[src/cdsch_pkg.sv]
// Shared widths, register indexes and word types of the C-SCAN disk scheduler.
`timescale 1ns / 1ps

package cdsch_pkg;

  localparam int TRACK_W   = 16;
  localparam int TOTAL_W   = 18;
  localparam int SUM_W     = TRACK_W + 1;
  localparam int CFG_W     = 16;
  localparam int CFG_IDX_W = 1;

  localparam logic [CFG_IDX_W-1:0] CFG_START_POSITION = 1'd0;
  localparam logic [CFG_IDX_W-1:0] CFG_LAST_TRACK     = 1'd1;

  localparam logic [TRACK_W-1:0] START_POSITION_RST = 16'd0;
  localparam logic [TRACK_W-1:0] LAST_TRACK_RST     = 16'd199;

  typedef struct packed {
    logic [TRACK_W-1:0] request_track;
    logic               batch_end;
  } in_word_t;

  typedef struct packed {
    logic [TRACK_W-1:0] served_track;
    logic [TOTAL_W-1:0] head_travel;
    logic               is_last;
    logic               dropped_any;
  } out_word_t;

endpackage

[src/cscan_disk_scheduler_core.sv]
// C-SCAN disk scheduler: batch request store, selection scan and result register.
`timescale 1ns / 1ps

//  Channel   Direction  Signals                        Word
//  req       in         req_valid / req_ready / req    one track request
//  res       out        res_valid / res_ready / res    one served track
//  cfg       in         cfg_we / cfg_index / cfg_data  register write, no wait
//
// A request word is taken while the block collects a batch.
// For each served track of a batch of N stored requests, one pass over the
// request memory through its single read port (N reads, the last read data,
// then closing the scan) finds the next track in order, and the emit state
// moves the word to the result register. The last word of a batch first goes
// through the states ST_SUM1 and ST_SUM2, which add up the total movement.
// Reset clears the stored count, the drop flag and the result valid flag; the
// request memory itself is not cleared.
// A stalled result holds the scheduler in its emit state; the request side
// stays closed until the last word of the batch is loaded.

module cscan_disk_scheduler_core #(
  parameter int MAX_BATCH = 64
) (
  input  logic                           clk,
  input  logic                           rst,
  input  logic                           cfg_we,
  input  logic [cdsch_pkg::CFG_IDX_W-1:0] cfg_index,
  input  logic [cdsch_pkg::CFG_W-1:0]     cfg_data,
  input  logic                           req_valid,
  output logic                           req_ready,
  input  cdsch_pkg::in_word_t            req,
  output logic                           res_valid,
  input  logic                           res_ready,
  output cdsch_pkg::out_word_t           res
);

  localparam int CW = $clog2(MAX_BATCH + 1);
  localparam int AW = $clog2(MAX_BATCH);
  localparam int TW = cdsch_pkg::TRACK_W;
  localparam int KW = TW + AW;

  typedef enum logic [4:0] {
    ST_IDLE = 5'b00001,
    ST_SCAN = 5'b00010,
    ST_SUM1 = 5'b00100,
    ST_SUM2 = 5'b01000,
    ST_EMIT = 5'b10000
  } state_t;

  state_t state, state_next;

  // Configuration registers.
  logic [TW-1:0] start_position;
  logic [TW-1:0] last_track;

  // Request memory and its registered read port.
  logic [TW-1:0] mem [MAX_BATCH];
  logic [TW-1:0] rd_data;
  logic [AW-1:0] rd_idx;
  logic          rd_vld;
  logic [CW-1:0] rd_ptr;
  logic          rd_en;

  // Batch bookkeeping.
  logic [CW-1:0] count;
  logic [CW-1:0] count_after;
  logic [CW-1:0] emitted;
  logic          drop_seen;

  // Selection state: words leave in order of rotated key, ties by index.
  logic [KW-1:0] prev_key;
  logic [KW-1:0] best_key;
  logic [KW-1:0] cand_key;
  logic [TW-1:0] best_val;
  logic          best_vld;
  logic          first;

  // Movement bookkeeping.
  logic [TW-1:0] pos_hi;
  logic [TW-1:0] lo_max;
  logic [TW-1:0] hi_fin;
  logic [TW-1:0] lo_fin;
  logic [TW-1:0] span;
  logic [cdsch_pkg::SUM_W-1:0]   sum_a;
  logic [cdsch_pkg::SUM_W-1:0]   sum_b;
  logic [cdsch_pkg::TOTAL_W-1:0] total;

  logic accept;
  logic store;
  logic take;
  logic scan_done;
  logic emit_last;
  logic out_free;
  logic load;
  logic batch_go;

  // Requests are taken only while the batch is being collected.
  assign req_ready   = (state == ST_IDLE);
  assign accept      = req_valid && req_ready;
  assign store       = accept && (req.request_track <= last_track)
                       && (count < CW'(MAX_BATCH));
  assign count_after = store ? count + CW'(1) : count;
  // An end word that leaves the batch empty just resets it, with no result.
  assign batch_go    = accept && req.batch_end && (count_after != '0);

  // The scan streams one address per cycle; data arrives in the following cycle.
  assign rd_en     = (state == ST_SCAN) && (rd_ptr < count);
  assign scan_done = (state == ST_SCAN) && !rd_en && !rd_vld;

  // Rotating by the start position puts tracks at or above it first and
  // the lower tracks after them, each group in ascending order.
  assign cand_key = {rd_data - start_position, rd_idx};
  assign take     = rd_vld && (first || (cand_key > prev_key))
                    && (!best_vld || (cand_key < best_key));

  assign emit_last = ((emitted + CW'(1)) == count);
  assign out_free  = !res_valid || res_ready;
  assign load      = (state == ST_EMIT) && out_free;

  // Head travel: up to the highest upper track, across to the last track,
  // back to track 0, then up to the highest lower track.
  assign hi_fin = (best_val >= start_position) ? best_val : pos_hi;
  assign lo_fin = (best_val <  start_position) ? best_val : lo_max;
  assign span   = (hi_fin >= last_track) ? hi_fin - last_track : last_track - hi_fin;

  always_comb begin
    state_next = state;
    unique case (state)
      ST_IDLE: begin
        if (batch_go) state_next = ST_SCAN;
      end
      ST_SCAN: begin
        if (scan_done) state_next = emit_last ? ST_SUM1 : ST_EMIT;
      end
      ST_SUM1: state_next = ST_SUM2;
      ST_SUM2: state_next = ST_EMIT;
      ST_EMIT: begin
        if (out_free) state_next = emit_last ? ST_IDLE : ST_SCAN;
      end
      default: state_next = ST_IDLE;
    endcase
  end

  always_ff @(posedge clk) begin
    if (rst) begin
      start_position <= cdsch_pkg::START_POSITION_RST;
      last_track     <= cdsch_pkg::LAST_TRACK_RST;
    end else if (cfg_we) begin
      unique case (cfg_index)
        cdsch_pkg::CFG_START_POSITION: start_position <= cfg_data[TW-1:0];
        cdsch_pkg::CFG_LAST_TRACK:     last_track     <= cfg_data[TW-1:0];
        default: ;
      endcase
    end
  end

  always_ff @(posedge clk) begin
    if (store) mem[count[AW-1:0]] <= req.request_track;
    if (rd_en) rd_data <= mem[rd_ptr[AW-1:0]];
  end

  always_ff @(posedge clk) begin
    if (rst) begin
      state     <= ST_IDLE;
      count     <= '0;
      drop_seen <= 1'b0;
      rd_ptr    <= '0;
      rd_vld    <= 1'b0;
      best_vld  <= 1'b0;
      first     <= 1'b0;
      emitted   <= '0;
      res_valid <= 1'b0;
    end else begin
      state  <= state_next;
      rd_vld <= rd_en;
      if (accept) begin
        if (req.batch_end && (count_after == '0)) begin
          count     <= '0;
          drop_seen <= 1'b0;
        end else begin
          count <= count_after;
          if (!store) drop_seen <= 1'b1;
        end
      end
      if (batch_go) begin
        rd_ptr   <= '0;
        best_vld <= 1'b0;
        first    <= 1'b1;
        emitted  <= '0;
      end
      if (rd_en) rd_ptr <= rd_ptr + CW'(1);
      if (take) best_vld <= 1'b1;
      if (load) begin
        if (emit_last) begin
          count     <= '0;
          drop_seen <= 1'b0;
        end else begin
          rd_ptr   <= '0;
          best_vld <= 1'b0;
          first    <= 1'b0;
          emitted  <= emitted + CW'(1);
        end
      end
      if (load) begin
        res_valid <= 1'b1;
      end else if (res_ready) begin
        res_valid <= 1'b0;
      end
    end
  end

  always_ff @(posedge clk) begin
    rd_idx <= rd_ptr[AW-1:0];
    if (take) begin
      best_key <= cand_key;
      best_val <= rd_data;
    end
    if (batch_go) begin
      pos_hi <= start_position;
      lo_max <= '0;
    end
    if (load && !emit_last) begin
      prev_key <= best_key;
      if (best_val >= start_position) begin
        pos_hi <= best_val;
      end else begin
        lo_max <= best_val;
      end
    end
    if (state == ST_SUM1) begin
      sum_a <= {1'b0, hi_fin - start_position} + {1'b0, last_track};
      sum_b <= {1'b0, span} + {1'b0, lo_fin};
    end
    if (state == ST_SUM2) begin
      total <= {1'b0, sum_a} + {1'b0, sum_b};
    end
    if (load) begin
      res.served_track <= best_val;
      res.head_travel  <= emit_last ? total : '0;
      res.is_last      <= emit_last;
      res.dropped_any  <= drop_seen;
    end
  end

  a_count_bound: assert property (@(posedge clk) disable iff (rst)
    count <= CW'(MAX_BATCH))
    else $error("stored count beyond batch capacity");

  a_res_from_emit: assert property (@(posedge clk) disable iff (rst)
    $rose(res_valid) |-> $past(state == ST_EMIT))
    else $error("result word raised outside the emit state");

  a_batch_cleared: assert property (@(posedge clk) disable iff (rst)
    load && emit_last |=> (count == '0) && !drop_seen && (state == ST_IDLE))
    else $error("batch not cleared after its last word");

  a_total_on_last: assert property (@(posedge clk) disable iff (rst)
    res_valid && !res.is_last |-> (res.head_travel == '0))
    else $error("total movement on a word that is not last");

  a_scan_finds: assert property (@(posedge clk) disable iff (rst)
    scan_done |-> best_vld)
    else $error("scan ended without a candidate");

endmodule
[config.mk]
export PLATFORM = sky130hd
export DESIGN_NAME = cscan_disk_scheduler_core
export DESIGN_NICKNAME = d
export VERILOG_FILES = /design/src/cdsch_pkg.sv /design/src/cscan_disk_scheduler_core.sv
export SDC_FILE = /design/constraint.sdc
export NUM_CORES = 2
export LEC_CHECK = 0
export BUFFER_PORTS_ARGS = -buffer_cell sky130_fd_sc_hd__buf_2
export CAP_MARGIN = 0
export CORE_MARGIN = 2
export CORE_UTILIZATION = 55
export DETAILED_ROUTE_END_ITERATION = 16
export MAX_ROUTING_LAYER = met4
export PLACE_DENSITY = 0.76
export SLEW_MARGIN = 10
export SYNTH_ARGS = -nofsm -noshare
export SYNTH_HDL_FRONTEND = slang
export SYNTH_SLANG_ARGS = --single-unit
[constraint.sdc]
create_clock -name clk -period 15.4 [get_ports clk]
set_input_delay 2.31 -clock clk [delete_from_list [all_inputs] [get_ports clk]]
set_output_delay 2.31 -clock clk [all_outputs]
set_load 0.01 [all_outputs]
# Yosys cells after proc, flatten, opt, wreduce, memory -nomap -nowiden
# Memory sizes are Yosys's and may differ from the RTL's. A register that Yosys moved wholly into a read port is not among the register bits.
# Index checks and enable logic that the tools add are counted.
# word_totals
mem_count	1
ff_bits	249
output_inout_bits	38
ram_bits	1024
# op_classes
reduce_logical	27
mux	43
eq_ne	9
magnitude_cmp	8
add_sub_neg	10
n_bitwise	1
# memory_table
memory	depth	width	rd	rd_ports_with_merged_regs	write_ports	line_no	rtl
mem	64	16	1	1	1	cscan_disk_scheduler_core.sv:56	logic [TW-1:0] mem [MAX_BATCH];
# ops
operator	count
16-bit 2-to-1 mux	9
7-bit 2-to-1 mux	12
16-bit subtractor	4
16-bit by 16-bit adder with 17-bit output	2
16-bit greater-or-equal comparator	2
5-bit one-hot mux with 5 select lines	1
22-bit greater-than comparator	1
22-bit < comparator	1
7-bit by 1-bit adder with 7-bit output, second input constant	3
5-bit 2-to-1 mux	4
17-bit by 17-bit adder with 18-bit output	1
16-bit less-or-equal comparator	1
16-bit < comparator	1
1-bit 2-to-1 mux	16
1-bit logical AND	13
7-bit equality test	1
7-bit logical NOT	1
7-bit < comparator	1
7-bit < comparator, second input constant	1
7-bit nonzero test	1
5-bit by 1-bit equality test with 1-bit output, second input constant	1
5-bit by 2-bit equality test with 1-bit output, second input constant	1
5-bit by 3-bit equality test with 1-bit output, second input constant	1
5-bit by 4-bit equality test with 1-bit output, second input constant	1
other kinds (10)	18

# Longest topological paths before layout
# logic_depth
ltp_word	11
mapped_depth	29

# Least setup slack after synthesis
# No wires, ideal clock.
# synth_path
kind	reg2reg
from	reg best_val[11]
to	reg sum_b[14] (netlist name), data pin
setup_ps	258
path_stages_with_launch	29
path_buffers	2
t_arrival_ps	6454
required_ps	15142
path_slack_ps	8688
path_cell_list	edfxtp_1 ha_1 and4_1 nand3_1 a21oi_1 a21boi_0 o32ai_1 a21oi_1 buf_2 mux2i_1 ha_1 fa_1 nor2b_4 o2111a_1 o41a_4 o31ai_4 clkbuf_1 mux2i_1 inv_1 fa_1 nor2b_1 o21ai_0 a21oi_1 o21ai_0 a211oi_1 nor2_1 a211o_1 o21a_1 xnor2_1
# synth_between
elab_chain_len	5
# synth_rtl
item	line_no	rtl
start, declared	cscan_disk_scheduler_core.sv:73	logic [TW-1:0] best_val;
start signal, assigned	cscan_disk_scheduler_core.sv:215	best_val <= rd_data;
16-bit greater-or-equal comparator	cscan_disk_scheduler_core.sv:121	assign hi_fin = (best_val >= start_position) ? best_val : pos_hi;
16-bit 2-to-1 mux	cscan_disk_scheduler_core.sv:121	
16-bit subtractor / 16-bit greater-or-equal comparator (equally long branches)	cscan_disk_scheduler_core.sv:123	assign span = (hi_fin >= last_track) ? hi_fin - last_track : last_track - hi_fin;
16-bit 2-to-1 mux	cscan_disk_scheduler_core.sv:123	
16-bit by 16-bit adder with 17-bit output *	cscan_disk_scheduler_core.sv:231	sum_b <= {1'b0, span} + {1'b0, lo_fin};
end signal, assigned	cscan_disk_scheduler_core.sv:231	
end, declared	cscan_disk_scheduler_core.sv:84	logic [cdsch_pkg::SUM_W-1:0] sum_b;
# Mark *: on every way between the ends. The rest lies on a longest branch, timed or not.
# A chain may end at the register's enable or synchronous reset.

# Worst setup path in the final report
# layout_path
from	reg best_val[13]
to	reg sum_b[14] (netlist name), data pin
# Same word-level chain as after synthesis.

==> results.yml <==
outcome:
  status: "complete, no violations"
pwr:
  irDropWorstVdd_uv: 121.9
  p_per_area_nw_per_um2: 123.6
  p_leak_nw: 20.43
route:
  wl_per_cell_microns: 30.03
  detail-route-antenna-nets: 0
  vias: 30480
  drtIter0Drc: 3652
  routed_wl_microns: 142300
  dr.pass1.iters: 5
  post-route-drc-count: 0
  viasPerCell: 6.434
die:
  io_pins: 77
  die_x_microns: 321.0
  dieArea_sq_um: 103000
  initial_utilization_pct: 55.35
  core_area_sq_um: 99860
  die_h_microns: 321.0
  num_rows: 116
yosys:
  ys_seq_elements: 1289
  async_flop_share_pct: 0
  syn_area_sq_um: 55270
  synthesis.nets: 3393
  yosys_warnings: 0
  ys.flop_type: "edfxtp_1"
  seq_area_frac_synth_pct: 68.21
  synth.distinct_cells: 89
  synthCells: 3153
  syn_area_per_cell_sq_um: 17.53
  synth_edf_count: 1188
sta:
  hold_violations: 0
  timing.final.ws_setup_ns: 7.037
  slew-limit-headroom_pct: 24.11
  fin_skew_ns: 0.05468
  max_freq_mhz: 119.6
  rsz0062_at_grt: "no"
  hold_ws_ns: 0.4523
  fin_crit_sh_pct: 54.31
  setup_viol: 0
  worst_pin_slew_ns: 1.138
  drv_slew: 0
  post-route-min-period_ns: 8.363
  setup-tns-final_ns: 0
cts:
  cts_setup_buffers: 0
  cts.sinks: 1289
  cts_hold_buf: 0
  postCtsResizedCells: 0
  insertion_delay_ns: 0.77
  cts_max_level: 4
  cts_root_buffer: "clkbuf_16"
  cts_made_buffers: 131
  cts_tree: "built"
  clockBufferDepth: 3
  clk_pin_slew_ns: 0.06
critical_path:
  path_class: "flip-flop to flip-flop"
  critPathMaxFanout: 18
  cp.required_ns: 15.87
  cp-start-kind: "flip-flop"
  worstPathArrival_ns: 8.84
  crit_path_end_kind: "flip-flop"
final_layout:
  post-route-util_pct: 62.00
  final_nets: 3578
  drive_gt1_share_pct: 22.49
  syn2layout_area_growth_pct: 12.03
job:
  cap_violations: 0
global_route:
  grt_pass1_wl_microns: 208400
  antenna_found_initial: 4
  grt-ovfl-total: 0
  grt_pass1_vias: 31060
  track_usage_pct: 28.89
  grt_max_degree: 146
placed_design:
  dp_slack_ns: 7.322
  port_buffers: 76
  finalWeightedCongestion: 0.9412
  dpl.hpwl_microns: 84720
worst_hold_path:
  min_path_type: "flip-flop to flip-flop"
-- logic make-up (layout without fill, tap and decap cells) --
logic type	count (synthesis)	in the layout	share of synthesized area [%]
multiplexers	394	394	14.82
XOR/XNOR	92	92	1.458
AND/OR/NAND/NOR	554	554	4.757
adder cells (fa/ha/maj)	201	201	4.646
AO/OA/AOI/OAI	357	357	4.209
other	0	2	0
flip-flops	1289	1289	68.21
buffers and inverters	266	550	1.906
-- worst max-delay path, stage by stage, from the launching register on --
cell	delay, ns
edfxtp_1	0.46
ha_1	0.34
and4_1	0.21
nand3_1	0.14
a21oi_1	0.16
a21boi_0	0.31
o32ai_1	0.16
a21oi_1	0.82
buf_4	0.35
mux2_2	0.40
ha_1	0.40
nor2b_4	0.17
o2111a_1	0.27
o41a_4	0.42
o31ai_4	0.85
mux2i_1	0.24
a221oi_1	0.28
o21ai_0	0.13
xor2_1	0.16
ha_1	0.31
inv_1	0.06
a21oi_1	0.18
o21ai_0	0.16
a211oi_1	0.33
nor2_1	0.10
a211o_1	0.30
o21a_1	0.22
xnor2_1	0.13
-- metal layers --
layer	share of wire, %	GRT usage, %	vias to the layer above
met1	37	36.93	15570
met5	0	-	-
met2	50	46.72	1758
met4	4.1	11.30	0
li1	-	-	12860
met3	9.2	4.905	296
-- final cells by class --
cell class / count / area [sq um]
Sequential cell: 1289 / 37710
Antenna cell: 2 / 5.005
Tap cell: 1298 / 1624
Multi-Input combinational cell: 1598 / 16540
Inverter: 145 / 544.3
Clock buffer: 159 / 3477
Clock inverter: 73 / 875.8
Timing Repair Buffer: 173 / 1134
Fill cell: 6861 / 37940
-- cell usage after synthesis (30+ instances only) --
cell type | count | share of area [%]
edfxtp_1 | 1188 | 65
mux4_2 | 336 | 14
nand2_1 | 195 | 1.3
ha_1 | 194 | 4.4
inv_1 | 143 | 0.97
nor2_1 | 143 | 0.97
a21oi_1 | 118 | 1.1
dfxtp_1 | 101 | 3.7
o21ai_0 | 76 | 0.69
clkbuf_1 | 75 | 0.51
xnor2_1 | 72 | 1.1
nand3_1 | 41 | 0.37
a21o_1 | 36 | 0.49
mux2_2 | 32 | 0.65
nor3_1 | 30 | 0.27
-- state kept, by name, summed over array words and instances (netlist names), 17 cells and up --
name,cells
total,18
res,36
mem,1024
sum_b,17
best_key,22
sum_a,17
prev_key,22
-- path summary, 6_finish.rpt --
| check | start | end | slack (ns) | cells after the start |
|---|---|---|---|---|
| worst max register to register | best_val[13] | sum_b[14] | 7.04 | 27 |
| worst min-delay path | best_key[18] | prev_key[18] | 0.45 | 0 |
| worst max-delay path | best_val[13] | sum_b[14] | 7.04 | 27 |
| worst min register to register | best_key[18] | prev_key[18] | 0.45 | 0 |
-- metrics by stage --
step / instance area, sq um / cells / power, mW
floorplan: 55270 / 3153 / 4.326
global placement: 57550 / 4503 / 4.494
detailed placement: 57550 / 4503 / 4.504
CTS: 61900 / 4735 / 7.685
global route: 61910 / 4736 / 7.879
finish: 61910 / 4737 / 7.652
-- cells in the final DEF, fill, tap and decap left out, types with 76 or more instances in the layout --
cell type / instances
clkbuf_16: 134
o21ai_0: 76
dfxtp_1: 97
buf_4: 95
nand2_1: 195
nor2_1: 139
inv_1: 142
buf_2: 76
a21oi_1: 118
mux4_2: 336
edfxtp_1: 1188
ha_1: 194
-- report_power, final --
| part | leakage, nW | switching [mW] | total, mW | internal (mW) |
|---|---|---|---|---|
| Sequential | 11.5 | 0.0147 | 3.87 | 3.85 |
| Clock | 2.09 | 1.37 | 3.21 | 1.85 |
| Combinational | 6.86 | 0.354 | 0.573 | 0.219 |
No activity file was read; power rests on OpenSTA's default activity.
